**src/rtl/srg_pkg.sv**
```systemverilog
// ----------------------------------------------------------------------------
// Stepper ramp step generator package
// Command codes, fixed field widths and the controller-to-datapath command set.
// ----------------------------------------------------------------------------
package srg_pkg;

  localparam int unsigned RAMP_WIDTH = 19;
  localparam logic [RAMP_WIDTH-1:0] RAMP_RESET = 19'd16;

  // 1 step/s in 1/16 step/s units
  localparam int unsigned SPEED_FRAC = 16;

  typedef logic [1:0] cmd_t;

  localparam cmd_t CMD_US_TICK = 2'd0;
  localparam cmd_t CMD_RAMP    = 2'd1;
  localparam cmd_t CMD_TARGET  = 2'd2;

  typedef struct packed {
    logic tick;        // microsecond tick accepted
    logic set_target;  // new target accepted
    logic ramp;        // control tick accepted, move command speed
    logic div_init;    // load divider operands
    logic div_step;    // one quotient bit
    logic div_done;    // write step interval
    logic out_load;    // capture result beat
  } ctrl_t;

endpackage

```
**src/rtl/srg_in_if.sv**
```systemverilog
// ----------------------------------------------------------------------------
// Stepper ramp input channel
// Valid/ready channel carrying a command and a target speed.
// ----------------------------------------------------------------------------
interface srg_in_if #(
  parameter int SPEED_WIDTH = 20
);
  logic                          valid;
  logic                          ready;
  logic [1:0]                    cmd;
  logic signed [SPEED_WIDTH-1:0] goal_speed;

  modport source (output valid, output cmd, output goal_speed, input ready);
  modport sink   (input valid, input cmd, input goal_speed, output ready);
endinterface

```
**src/rtl/srg_out_if.sv**
```systemverilog
// ----------------------------------------------------------------------------
// Stepper ramp output channel
// Valid/ready channel carrying step fire, direction and command speed.
// ----------------------------------------------------------------------------
interface srg_out_if #(
  parameter int SPEED_WIDTH = 20
);
  logic                          valid;
  logic                          ready;
  logic                          step_fire;
  logic                          direction;
  logic signed [SPEED_WIDTH-1:0] command_speed_out;

  modport source (output valid, output step_fire, output direction,
                  output command_speed_out, input ready);
  modport sink   (input valid, input step_fire, input direction,
                  input command_speed_out, output ready);
endinterface

```
**src/rtl/srg_ctrl.sv**
```systemverilog
// ----------------------------------------------------------------------------
// Stepper ramp controller
// Sequences accept, interval divide and result beat; owns the output valid.
// ----------------------------------------------------------------------------
module srg_ctrl
  import srg_pkg::*;
#(
  parameter int unsigned DIV_STEPS = 24
) (
  input  logic  clk_i,
  input  logic  rst_ni,
  input  logic  in_valid_i,
  input  cmd_t  in_cmd_i,
  output logic  in_ready_o,
  output logic  out_valid_o,
  input  logic  out_ready_i,
  output ctrl_t ctrl_o
);

  localparam int unsigned CNT_W = $clog2(DIV_STEPS);

  localparam logic [1:0] ST_IDLE = 2'd0;
  localparam logic [1:0] ST_LOAD = 2'd1;
  localparam logic [1:0] ST_DIV  = 2'd2;
  localparam logic [1:0] ST_DONE = 2'd3;

  logic [1:0]       state_q, state_d;
  logic [CNT_W-1:0] cnt_q, cnt_d;
  logic             out_valid_q, out_valid_d;
  logic             accept;

  assign in_ready_o  = (state_q == ST_IDLE) && (!out_valid_q || out_ready_i);
  assign accept      = in_valid_i && in_ready_o;
  assign out_valid_o = out_valid_q;

  always_comb begin
    ctrl_o            = '0;
    ctrl_o.tick       = accept && (in_cmd_i == CMD_US_TICK);
    ctrl_o.set_target = accept && (in_cmd_i == CMD_TARGET);
    ctrl_o.ramp       = accept && (in_cmd_i == CMD_RAMP);
    ctrl_o.div_init   = (state_q == ST_LOAD);
    ctrl_o.div_step   = (state_q == ST_DIV);
    ctrl_o.div_done   = (state_q == ST_DONE);
    ctrl_o.out_load   = (accept && (in_cmd_i != CMD_RAMP)) || (state_q == ST_DONE);
  end

  always_comb begin
    state_d = state_q;
    cnt_d   = cnt_q;
    unique case (state_q)
      ST_IDLE: begin
        if (ctrl_o.ramp) state_d = ST_LOAD;
      end
      ST_LOAD: begin
        state_d = ST_DIV;
        cnt_d   = CNT_W'(DIV_STEPS - 1);
      end
      ST_DIV: begin
        if (cnt_q == '0) state_d = ST_DONE;
        else cnt_d = cnt_q - 1'b1;
      end
      ST_DONE: begin
        state_d = ST_IDLE;
      end
      default: begin
        state_d = ST_IDLE;
      end
    endcase
  end

  // hold the beat until the sink takes it
  always_comb begin
    priority if (ctrl_o.out_load) begin
      out_valid_d = 1'b1;
    end else if (out_ready_i) begin
      out_valid_d = 1'b0;
    end else begin
      out_valid_d = out_valid_q;
    end
  end

  always_ff @(posedge clk_i or negedge rst_ni) begin
    if (!rst_ni) begin
      state_q     <= ST_IDLE;
      cnt_q       <= '0;
      out_valid_q <= 1'b0;
    end else begin
      state_q     <= state_d;
      cnt_q       <= cnt_d;
      out_valid_q <= out_valid_d;
    end
  end

endmodule

```
**src/rtl/srg_dp.sv**
```systemverilog
// ----------------------------------------------------------------------------
// Stepper ramp datapath
// Speed ramp, restoring interval divider, elapsed counter and result register.
// ----------------------------------------------------------------------------
module srg_dp
  import srg_pkg::*;
#(
  parameter int unsigned SPEED_WIDTH      = 20,
  parameter int unsigned TICKS_PER_SECOND = 1000000,
  parameter int unsigned DIVD_W           = 24
) (
  input  logic                          clk_i,
  input  logic                          rst_ni,
  input  logic                          cfg_we_i,
  input  logic [RAMP_WIDTH-1:0]         cfg_wdata_i,
  input  ctrl_t                         ctrl_i,
  input  logic signed [SPEED_WIDTH-1:0] target_i,
  output logic                          fire_o,
  output logic                          dir_o,
  output logic signed [SPEED_WIDTH-1:0] spd_o
);

  localparam int unsigned SW       = SPEED_WIDTH;
  localparam int unsigned SUM_W    = ((SW > RAMP_WIDTH) ? SW : RAMP_WIDTH) + 2;
  localparam int unsigned QX_W     = DIVD_W + SW;
  localparam longint unsigned DIVIDEND = 64'(SPEED_FRAC) * 64'(TICKS_PER_SECOND);
  localparam logic [SW-1:0]        SPD_ALL  = '1;
  localparam logic signed [SW-1:0] SPD_MIN  = SW'(SPEED_FRAC);
  localparam logic signed [SW-1:0] SPD_NMIN = -SPD_MIN;

  logic signed [SW-1:0] cmd_spd_q, cmd_spd_d;
  logic signed [SW-1:0] tgt_q, tgt_d;
  logic [SW-1:0]        intv_q, intv_d;
  logic [SW-1:0]        elap_q, elap_d;
  logic                 dir_q, dir_d;
  logic [RAMP_WIDTH-1:0] ramp_q;

  logic [SW-1:0]     mag_q;
  logic              small_q;
  logic [SW-1:0]     rem_q;
  logic [DIVD_W-1:0] dvd_q;
  logic [DIVD_W-1:0] quo_q;

  logic                 out_fire_q;
  logic                 out_dir_q;
  logic signed [SW-1:0] out_spd_q;

  // ramp toward the target, clamped at it
  logic signed [SUM_W-1:0] cs_w, tg_w, d_w, up_w, dn_w, ramp_w;

  always_comb begin
    cs_w = SUM_W'(cmd_spd_q);
    tg_w = SUM_W'(tgt_q);
    d_w  = signed'(SUM_W'(ramp_q));
    up_w = cs_w + d_w;
    dn_w = cs_w - d_w;
    priority if (cs_w < tg_w) begin
      ramp_w = (up_w > tg_w) ? tg_w : up_w;
    end else if (cs_w > tg_w) begin
      ramp_w = (dn_w < tg_w) ? tg_w : dn_w;
    end else begin
      ramp_w = cs_w;
    end
  end

  // magnitude of the command speed for the divider
  logic [SW-1:0] mag_d;
  assign mag_d = cmd_spd_q[SW-1] ? SW'(-cmd_spd_q) : SW'(cmd_spd_q);

  // one restoring divide step
  logic [SW:0]   rem_sh;
  logic          rem_ge;
  logic [SW-1:0] rem_nxt;

  always_comb begin
    rem_sh  = {rem_q, dvd_q[DIVD_W-1]};
    rem_ge  = rem_sh >= {1'b0, mag_q};
    rem_nxt = rem_ge ? SW'(rem_sh - {1'b0, mag_q}) : SW'(rem_sh);
  end

  // saturate the quotient to the interval width
  logic [QX_W-1:0] quo_x;
  logic [SW-1:0]   quo_sat;

  always_comb begin
    quo_x   = QX_W'(quo_q);
    quo_sat = (quo_x > QX_W'(SPD_ALL)) ? SPD_ALL : SW'(quo_x);
  end

  // microsecond tick
  logic [SW-1:0] elap_inc;
  logic          active;
  logic          fire;

  always_comb begin
    elap_inc = (&elap_q) ? elap_q : elap_q + 1'b1;
    active   = (cmd_spd_q >= SPD_MIN) || (cmd_spd_q <= SPD_NMIN);
    fire     = active && (elap_inc >= intv_q);
  end

  always_comb begin
    cmd_spd_d = cmd_spd_q;
    tgt_d     = tgt_q;
    intv_d    = intv_q;
    elap_d    = elap_q;
    dir_d     = dir_q;
    if (ctrl_i.tick) begin
      elap_d = fire ? '0 : elap_inc;
      if (active) dir_d = cmd_spd_q[SW-1];
    end
    if (ctrl_i.set_target) tgt_d = target_i;
    if (ctrl_i.ramp) cmd_spd_d = SW'(ramp_w);
    if (ctrl_i.div_done) intv_d = small_q ? SPD_ALL : quo_sat;
  end

  always_ff @(posedge clk_i or negedge rst_ni) begin
    if (!rst_ni) begin
      cmd_spd_q <= '0;
      tgt_q     <= '0;
      intv_q    <= SPD_ALL;
      elap_q    <= '0;
      dir_q     <= 1'b0;
      ramp_q    <= RAMP_RESET;
    end else begin
      cmd_spd_q <= cmd_spd_d;
      tgt_q     <= tgt_d;
      intv_q    <= intv_d;
      elap_q    <= elap_d;
      dir_q     <= dir_d;
      if (cfg_we_i) ramp_q <= cfg_wdata_i;
    end
  end

  always_ff @(posedge clk_i) begin
    if (ctrl_i.div_init) begin
      mag_q   <= mag_d;
      small_q <= mag_d < SW'(SPEED_FRAC);
      rem_q   <= '0;
      dvd_q   <= DIVD_W'(DIVIDEND);
      quo_q   <= '0;
    end else if (ctrl_i.div_step) begin
      rem_q <= rem_nxt;
      dvd_q <= dvd_q << 1;
      quo_q <= {quo_q[DIVD_W-2:0], rem_ge};
    end
  end

  always_ff @(posedge clk_i) begin
    if (ctrl_i.out_load) begin
      out_fire_q <= ctrl_i.tick && fire;
      out_dir_q  <= dir_d;
      out_spd_q  <= cmd_spd_q;
    end
  end

  assign fire_o = out_fire_q;
  assign dir_o  = out_dir_q;
  assign spd_o  = out_spd_q;

endmodule

```
**src/rtl/stepper_ramp_step_generator_top.sv**
```systemverilog
// ----------------------------------------------------------------------------
// Stepper ramp step generator
// Trapezoidal speed ramp with step interval divider and step pulse timing.
// ----------------------------------------------------------------------------
// Timing: microsecond tick, target write and unused command give their beat
//   in the cycle after accept; a control tick passes through the load, divide
//   and done states of the one-bit-per-cycle interval divider before its beat.
// Occupancy: one item in flight at a time.
// Reset: asynchronous, active low; speeds and counter clear, interval all ones.
module stepper_ramp_step_generator_top
  import srg_pkg::*;
#(
  parameter int unsigned SPEED_WIDTH      = 20,
  parameter int unsigned TICKS_PER_SECOND = 1000000
) (
  input  logic                  clk_i,
  input  logic                  rst_ni,
  input  logic                  cfg_we_i,
  input  logic [RAMP_WIDTH-1:0] cfg_wdata_i,
  srg_in_if.sink                in_ch_i,
  srg_out_if.source             out_ch_o
);

  localparam longint unsigned DIVIDEND = 64'(SPEED_FRAC) * 64'(TICKS_PER_SECOND);
  localparam int unsigned     DIVD_W   = $clog2(DIVIDEND + 1);

  ctrl_t ctrl;

  srg_ctrl #(
    .DIV_STEPS (DIVD_W)
  ) u_ctrl (
    .clk_i       (clk_i),
    .rst_ni      (rst_ni),
    .in_valid_i  (in_ch_i.valid),
    .in_cmd_i    (in_ch_i.cmd),
    .in_ready_o  (in_ch_i.ready),
    .out_valid_o (out_ch_o.valid),
    .out_ready_i (out_ch_o.ready),
    .ctrl_o      (ctrl)
  );

  srg_dp #(
    .SPEED_WIDTH      (SPEED_WIDTH),
    .TICKS_PER_SECOND (TICKS_PER_SECOND),
    .DIVD_W           (DIVD_W)
  ) u_dp (
    .clk_i       (clk_i),
    .rst_ni      (rst_ni),
    .cfg_we_i    (cfg_we_i),
    .cfg_wdata_i (cfg_wdata_i),
    .ctrl_i      (ctrl),
    .target_i    (in_ch_i.goal_speed),
    .fire_o      (out_ch_o.step_fire),
    .dir_o       (out_ch_o.direction),
    .spd_o       (out_ch_o.command_speed_out)
  );

endmodule
```
**src/flat_wrapper.sv**
```systemverilog
// flat-port wrapper written by rule: the top's interface ports become plain ports
module stepper_ramp_step_generator_top_flat import srg_pkg::*;
#(
  parameter int unsigned SPEED_WIDTH      = 20,
  parameter int unsigned TICKS_PER_SECOND = 1000000
)
  (clk_i, rst_ni, cfg_we_i, cfg_wdata_i, in_ch_i_valid, in_ch_i_cmd, in_ch_i_goal_speed, in_ch_i_ready, out_ch_o_valid, out_ch_o_step_fire, out_ch_o_direction, out_ch_o_command_speed_out, out_ch_o_ready);
  srg_in_if #(.SPEED_WIDTH(SPEED_WIDTH)) in_ch_i_i ();
  srg_out_if #(.SPEED_WIDTH(SPEED_WIDTH)) out_ch_o_i ();
  input  logic clk_i;
  input  logic rst_ni;
  input  logic cfg_we_i;
  input  logic [RAMP_WIDTH-1:0] cfg_wdata_i;
  input wire logic [$bits(in_ch_i_i.valid)-1:0] in_ch_i_valid;
  input wire logic [$bits(in_ch_i_i.cmd)-1:0] in_ch_i_cmd;
  input wire logic [$bits(in_ch_i_i.goal_speed)-1:0] in_ch_i_goal_speed;
  output wire logic [$bits(in_ch_i_i.ready)-1:0] in_ch_i_ready;
  output wire logic [$bits(out_ch_o_i.valid)-1:0] out_ch_o_valid;
  output wire logic [$bits(out_ch_o_i.step_fire)-1:0] out_ch_o_step_fire;
  output wire logic [$bits(out_ch_o_i.direction)-1:0] out_ch_o_direction;
  output wire logic [$bits(out_ch_o_i.command_speed_out)-1:0] out_ch_o_command_speed_out;
  input wire logic [$bits(out_ch_o_i.ready)-1:0] out_ch_o_ready;
  assign in_ch_i_i.valid = in_ch_i_valid;
  assign in_ch_i_i.cmd = in_ch_i_cmd;
  assign in_ch_i_i.goal_speed = in_ch_i_goal_speed;
  assign in_ch_i_ready = in_ch_i_i.ready;
  assign out_ch_o_valid = out_ch_o_i.valid;
  assign out_ch_o_step_fire = out_ch_o_i.step_fire;
  assign out_ch_o_direction = out_ch_o_i.direction;
  assign out_ch_o_command_speed_out = out_ch_o_i.command_speed_out;
  assign out_ch_o_i.ready = out_ch_o_ready;
  stepper_ramp_step_generator_top #(.SPEED_WIDTH(SPEED_WIDTH), .TICKS_PER_SECOND(TICKS_PER_SECOND)) u_core (.clk_i(clk_i), .rst_ni(rst_ni), .cfg_we_i(cfg_we_i), .cfg_wdata_i(cfg_wdata_i), .in_ch_i(in_ch_i_i), .out_ch_o(out_ch_o_i));
endmodule
```
**config.mk**
```make
export PLATFORM = sky130hd
export DESIGN_NAME = stepper_ramp_step_generator_top_flat
export DESIGN_NICKNAME = d
export VERILOG_FILES = /design/src/rtl/srg_pkg.sv /design/src/rtl/srg_in_if.sv /design/src/rtl/srg_out_if.sv /design/src/rtl/srg_ctrl.sv /design/src/rtl/srg_dp.sv /design/src/rtl/stepper_ramp_step_generator_top.sv /design/src/flat_wrapper.sv
export SDC_FILE = /design/constraint.sdc
export NUM_CORES = 1
export LEC_CHECK = 0
export BUFFER_PORTS_ARGS = -buffer_cell sky130_fd_sc_hd__buf_2
export CORE_ASPECT_RATIO = 0.8
export CORE_MARGIN = 4
export CORE_UTILIZATION = 30
export DETAILED_ROUTE_END_ITERATION = 8
export PLACE_DENSITY = 0.5
export RECOVER_POWER = 100
export SLEW_MARGIN = 20
export SYNTH_ARGS = -nofsm -noshare
export SYNTH_HDL_FRONTEND = slang
export SYNTH_HIERARCHICAL = 1
export SYNTH_SLANG_ARGS = --single-unit
```
**constraint.sdc**
```tcl
create_clock -name clk_i -period 12.3 [get_ports clk_i]
set_input_delay 0 -clock clk_i [delete_from_list [all_inputs] [get_ports clk_i]]
set_output_delay 0 -clock clk_i [all_outputs]
set_load 0.05 [all_outputs]
```
==> run_results.csv <==
group,metric,value,unit
synthesis,synth-simple-area-share,0.155,
route,drtIter0Drc,720,
clock_network,clkLatencyLatePin,0.55,ns
worst_setup_path,worstPathArrival,6.63,ns
sta,tns,0,ns
placed_design,io_buffer_count,69,
layout,nets,1835,
worst_setup_path,path_class,"reg2reg",
synthesis,synth.avg_cell_area,9.17,um2
clock_network,cts-buffers-inserted,26,
sta,worst_pin_slew,4.17,ns
layout,area_growth_syn_to_layout,17.3,%
clock_network,clockBufferDepth,3,
pwr,vdd_drop_max,0.129,mV
floorplanning,coreArea,45900,um2
sta,hold_violations,0,
placed_design,dp_slack,6.53,ns
worst_setup_path,rrSetupSlack,6.11,ns
route,route.vias.total,11300,
route,wl_per_cell,16.6,um
clock_network,cts_sinks,209,
sta,relSlewSlack,-1.78,
synthesis,synth_seq_cells,209,
synthesis,synth.area.top_cells,"dfrtp_1 (16%), ha_1 (13%), edfxtp_1 (9.2%)",
synthesis,synthDistinctLibCells,83,
synthesis,synth.top_cell.area_share,0.156,
route,drc,0,
global_route,antenna_found_initial,0,
synthesis,synth_compound_area_frac,0.176,
clock_network,cts_root_buf,"clkbuf_16",
floorplanning,placementRows,70,
global_route,grt_pass1_wl,61.1,mm
worst_setup_path,cpPeakStageDelay,0.86,ns
sta,finClkSkew,0.0123,ns
synthesis,syn_inst,1526,
synthesis,synth_mux_area_frac,0.0490,
sta,fin_ws,6.11,ns
pwr,p_leak,7.21,nW
worst_setup_path,start_kind,"flip-flop",
layout,diodes,0,
clock_network,cts.htree.levels,1,
worst_setup_path,end_kind,"flip-flop",
synthesis,synth_fa_ha_area_frac,0.136,
worst_setup_path,crit_family,"compound AO/OA/AOI/OAI gates",
global_route,globalRouteOverflowTotal,0,
worst_setup_path,critPathRequiredTime,12.75,ns
route,dr.pass1.iters,5,
layout,instances_no_fill,2271,
worst_setup_path,critPathMaxFanout,15,
placed_design,dp_cells,2143,
placed_design,place_congestion,0.847,
placed_design,dp_hpwl,27.6,mm
floorplanning,io_pins,70,
synthesis,ys_seq_area_frac,0.370,
worst_setup_path,crit_path_top_delay_cell,"nor2_1",
sta,rsz0062_at_grt,"no",
sta,setup_viol,0,
worst_setup_path,crit_buf_inv,2,
clock_network,cts_tree,"built",
placed_design,place_area,14900,um2
route,vias_per_cell,4.98,
flow_run,cap_viol_max_count,7,
synthesis,postSynthNetCount,1722,
synthesis,synth.most_common_cell,"ha_1",
synthesis,synthArstFlopShare,0.517,
synthesis,synth_top_family_by_area,"compound AO/OA/AOI/OAI gates",
pwr,powerDensity,297,nW/um2
layout,final_util,0.358,
synthesis,ys.flop_type,"dfrtp_1",
floorplanning,die_y,201,um
floorplanning,die_w,249,um
worst_hold_path,hold_class,"in2reg",
worst_setup_path,path_cells,"inv_1 -> ha_1 -> inv_1 -> fa_1 -> a21o_1 -> a21oi_1 -> o21ai_0 -> a21oi_1 -> o41ai_1 -> a311oi_1 -> xnor2_1 -> ha_1 -> nand4_1 -> nor4_1 -> a22oi_1 -> nand4b_1 -> mux2i_1 -> nor2_1 -> nor2_1 -> a211o_1 -> o21ai_0",
clock_network,cts-resized-gates,0,
sta,fmaxAchievable,162,MHz
global_route,track_usage,0.147,
sta,post-route-period-util,0.503,
synthesis,yosysTopAreaCell,"dfrtp_1",
status,violations,"max-capacitance violations, max-slew violations",
sta,fin_crit,6.19,ns
clock_network,cts.reportedPaths.clkPinSlew,0.05,ns
synthesis,synthTopCellsByCount,"ha_1 (147), nor2_1 (135), nand2_1 (120)",
route,wirelength,37.6,mm
route,ant_nets,0,
sta,slew_violations,289,
layout,layout-drive-gt1-share,0.0784,
synthesis,syn_area,14000,um2
floorplanning,initial_utilization,0.305,
synthesis,ys_warn_count,6,
floorplanning,dieArea,50200,um2
layout,fin_area,16400,um2
synthesis,synth_edf_count,43,
status,status,"complete, but fails checks",
global_route,grt_pass1_vias,11000,
synthesis,yosys.area_share.xor_xnor,0.0601,
global_route,grt_max_degree,72,
cells by family after synthesis:
kind of cell	after synthesis
simple gates	448
compound gates	361
flops	209
buf+inv	195
fa+ha+maj	150
xor+xnor	96
mux	67
cell type report:
cell class / instances / area (um2)
clock buffer: 35 / 706
clock inverter: 13 / 123
fill: 4709 / 29500
inverter: 120 / 450
multi-input combinational: 1122 / 8030
sequential: 209 / 5180
tap: 612 / 766
timing repair buffer: 160 / 1160
power breakdown:
group / leakage, nW / internal, W / switching, W
Combinational: 4.64 / 0.00111 / 0.00175
Sequential: 2.17 / 0.00102 / 0.000247
Clock: 0.403 / 0.000444 / 0.000306
path summary, 6_finish.rpt:
path                       cells past startpoint                       end                      from
min                                            2     u_core/u_dp/ramp_q[6]                  cfg_we_i
max in group asynchronous                      3     u_core/u_dp/ramp_q[3]                    rst_ni
max                                           21  u_core/u_dp/cmd_spd_q[1]  u_core/u_dp/cmd_spd_q[0]
max reg2reg                                   21  u_core/u_dp/cmd_spd_q[1]  u_core/u_dp/cmd_spd_q[0]
min in group asynchronous                      2    u_core/u_dp/intv_q[13]                    rst_ni
min reg2reg                                    2     u_core/u_dp/dvd_q[10]     u_core/u_dp/dvd_q[10]
timing repair:
action                                  4_1_cts  5_1_grt
setup buffers                                 0        0
endpoints found under the hold margin        80        0
endpoints found under the setup margin        0        0
hold buffers                                 80        0
cells in the final DEF (no fill, tap or decap), types with 39 or more instances in the layout:
| master | count |
|---|---|
| buf_2 | 44 |
| nand2_1 | 120 |
| mux2i_1 | 60 |
| inv_1 | 118 |
| a21oi_1 | 73 |
| ha_1 | 147 |
| o21ai_0 | 84 |
| nor2_1 | 136 |
| dlygate4sd3_1 | 79 |
| dfrtp_1 | 87 |
| clkbuf_1 | 42 |
| edfxtp_1 | 43 |
| xnor2_1 | 68 |
| dfxtp_1 | 58 |
| nand3_1 | 39 |
registers in the layout, indices dropped and copies added (netlist names), 2 cells and up:
signal / cells
u_core/u_dp/dvd_q: 14
u_core/u_dp/rem_q: 20
u_core/u_dp/ramp_q: 19
u_core/u_dp/mag_q: 20
u_core/u_dp/cmd_spd_q: 20
u_core/u_dp/quo_q: 24
u_core/u_dp/intv_q: 20
u_core/u_ctrl/cnt_q: 5
u_core/u_dp/elap_q: 20
u_core/u_dp/tgt_q: 20
u_core/u_dp/spd_o: 20
u_core/u_ctrl/state_q: 2
layer usage:
layer	track usage	share of wire	wire length, um	vias up
met5	0	0	0	-
li1	-	-	-	5673
met4	0.0341	0.023	857	0
met2	0.226	0.43	16000	209
met1	0.221	0.51	19300	5385
met3	0.0180	0.037	1400	46
metrics by stage:
stage	hold WS (ns)	total power, W
floorplan	-0.296	0.00336
global placement	0.0162	0.00407
detailed placement	0.0177	0.00410
CTS	0.00361	0.00492
global route	0.0475	0.00530
finish	0.0177	0.00487
Power figures use the tool's default switching activity.
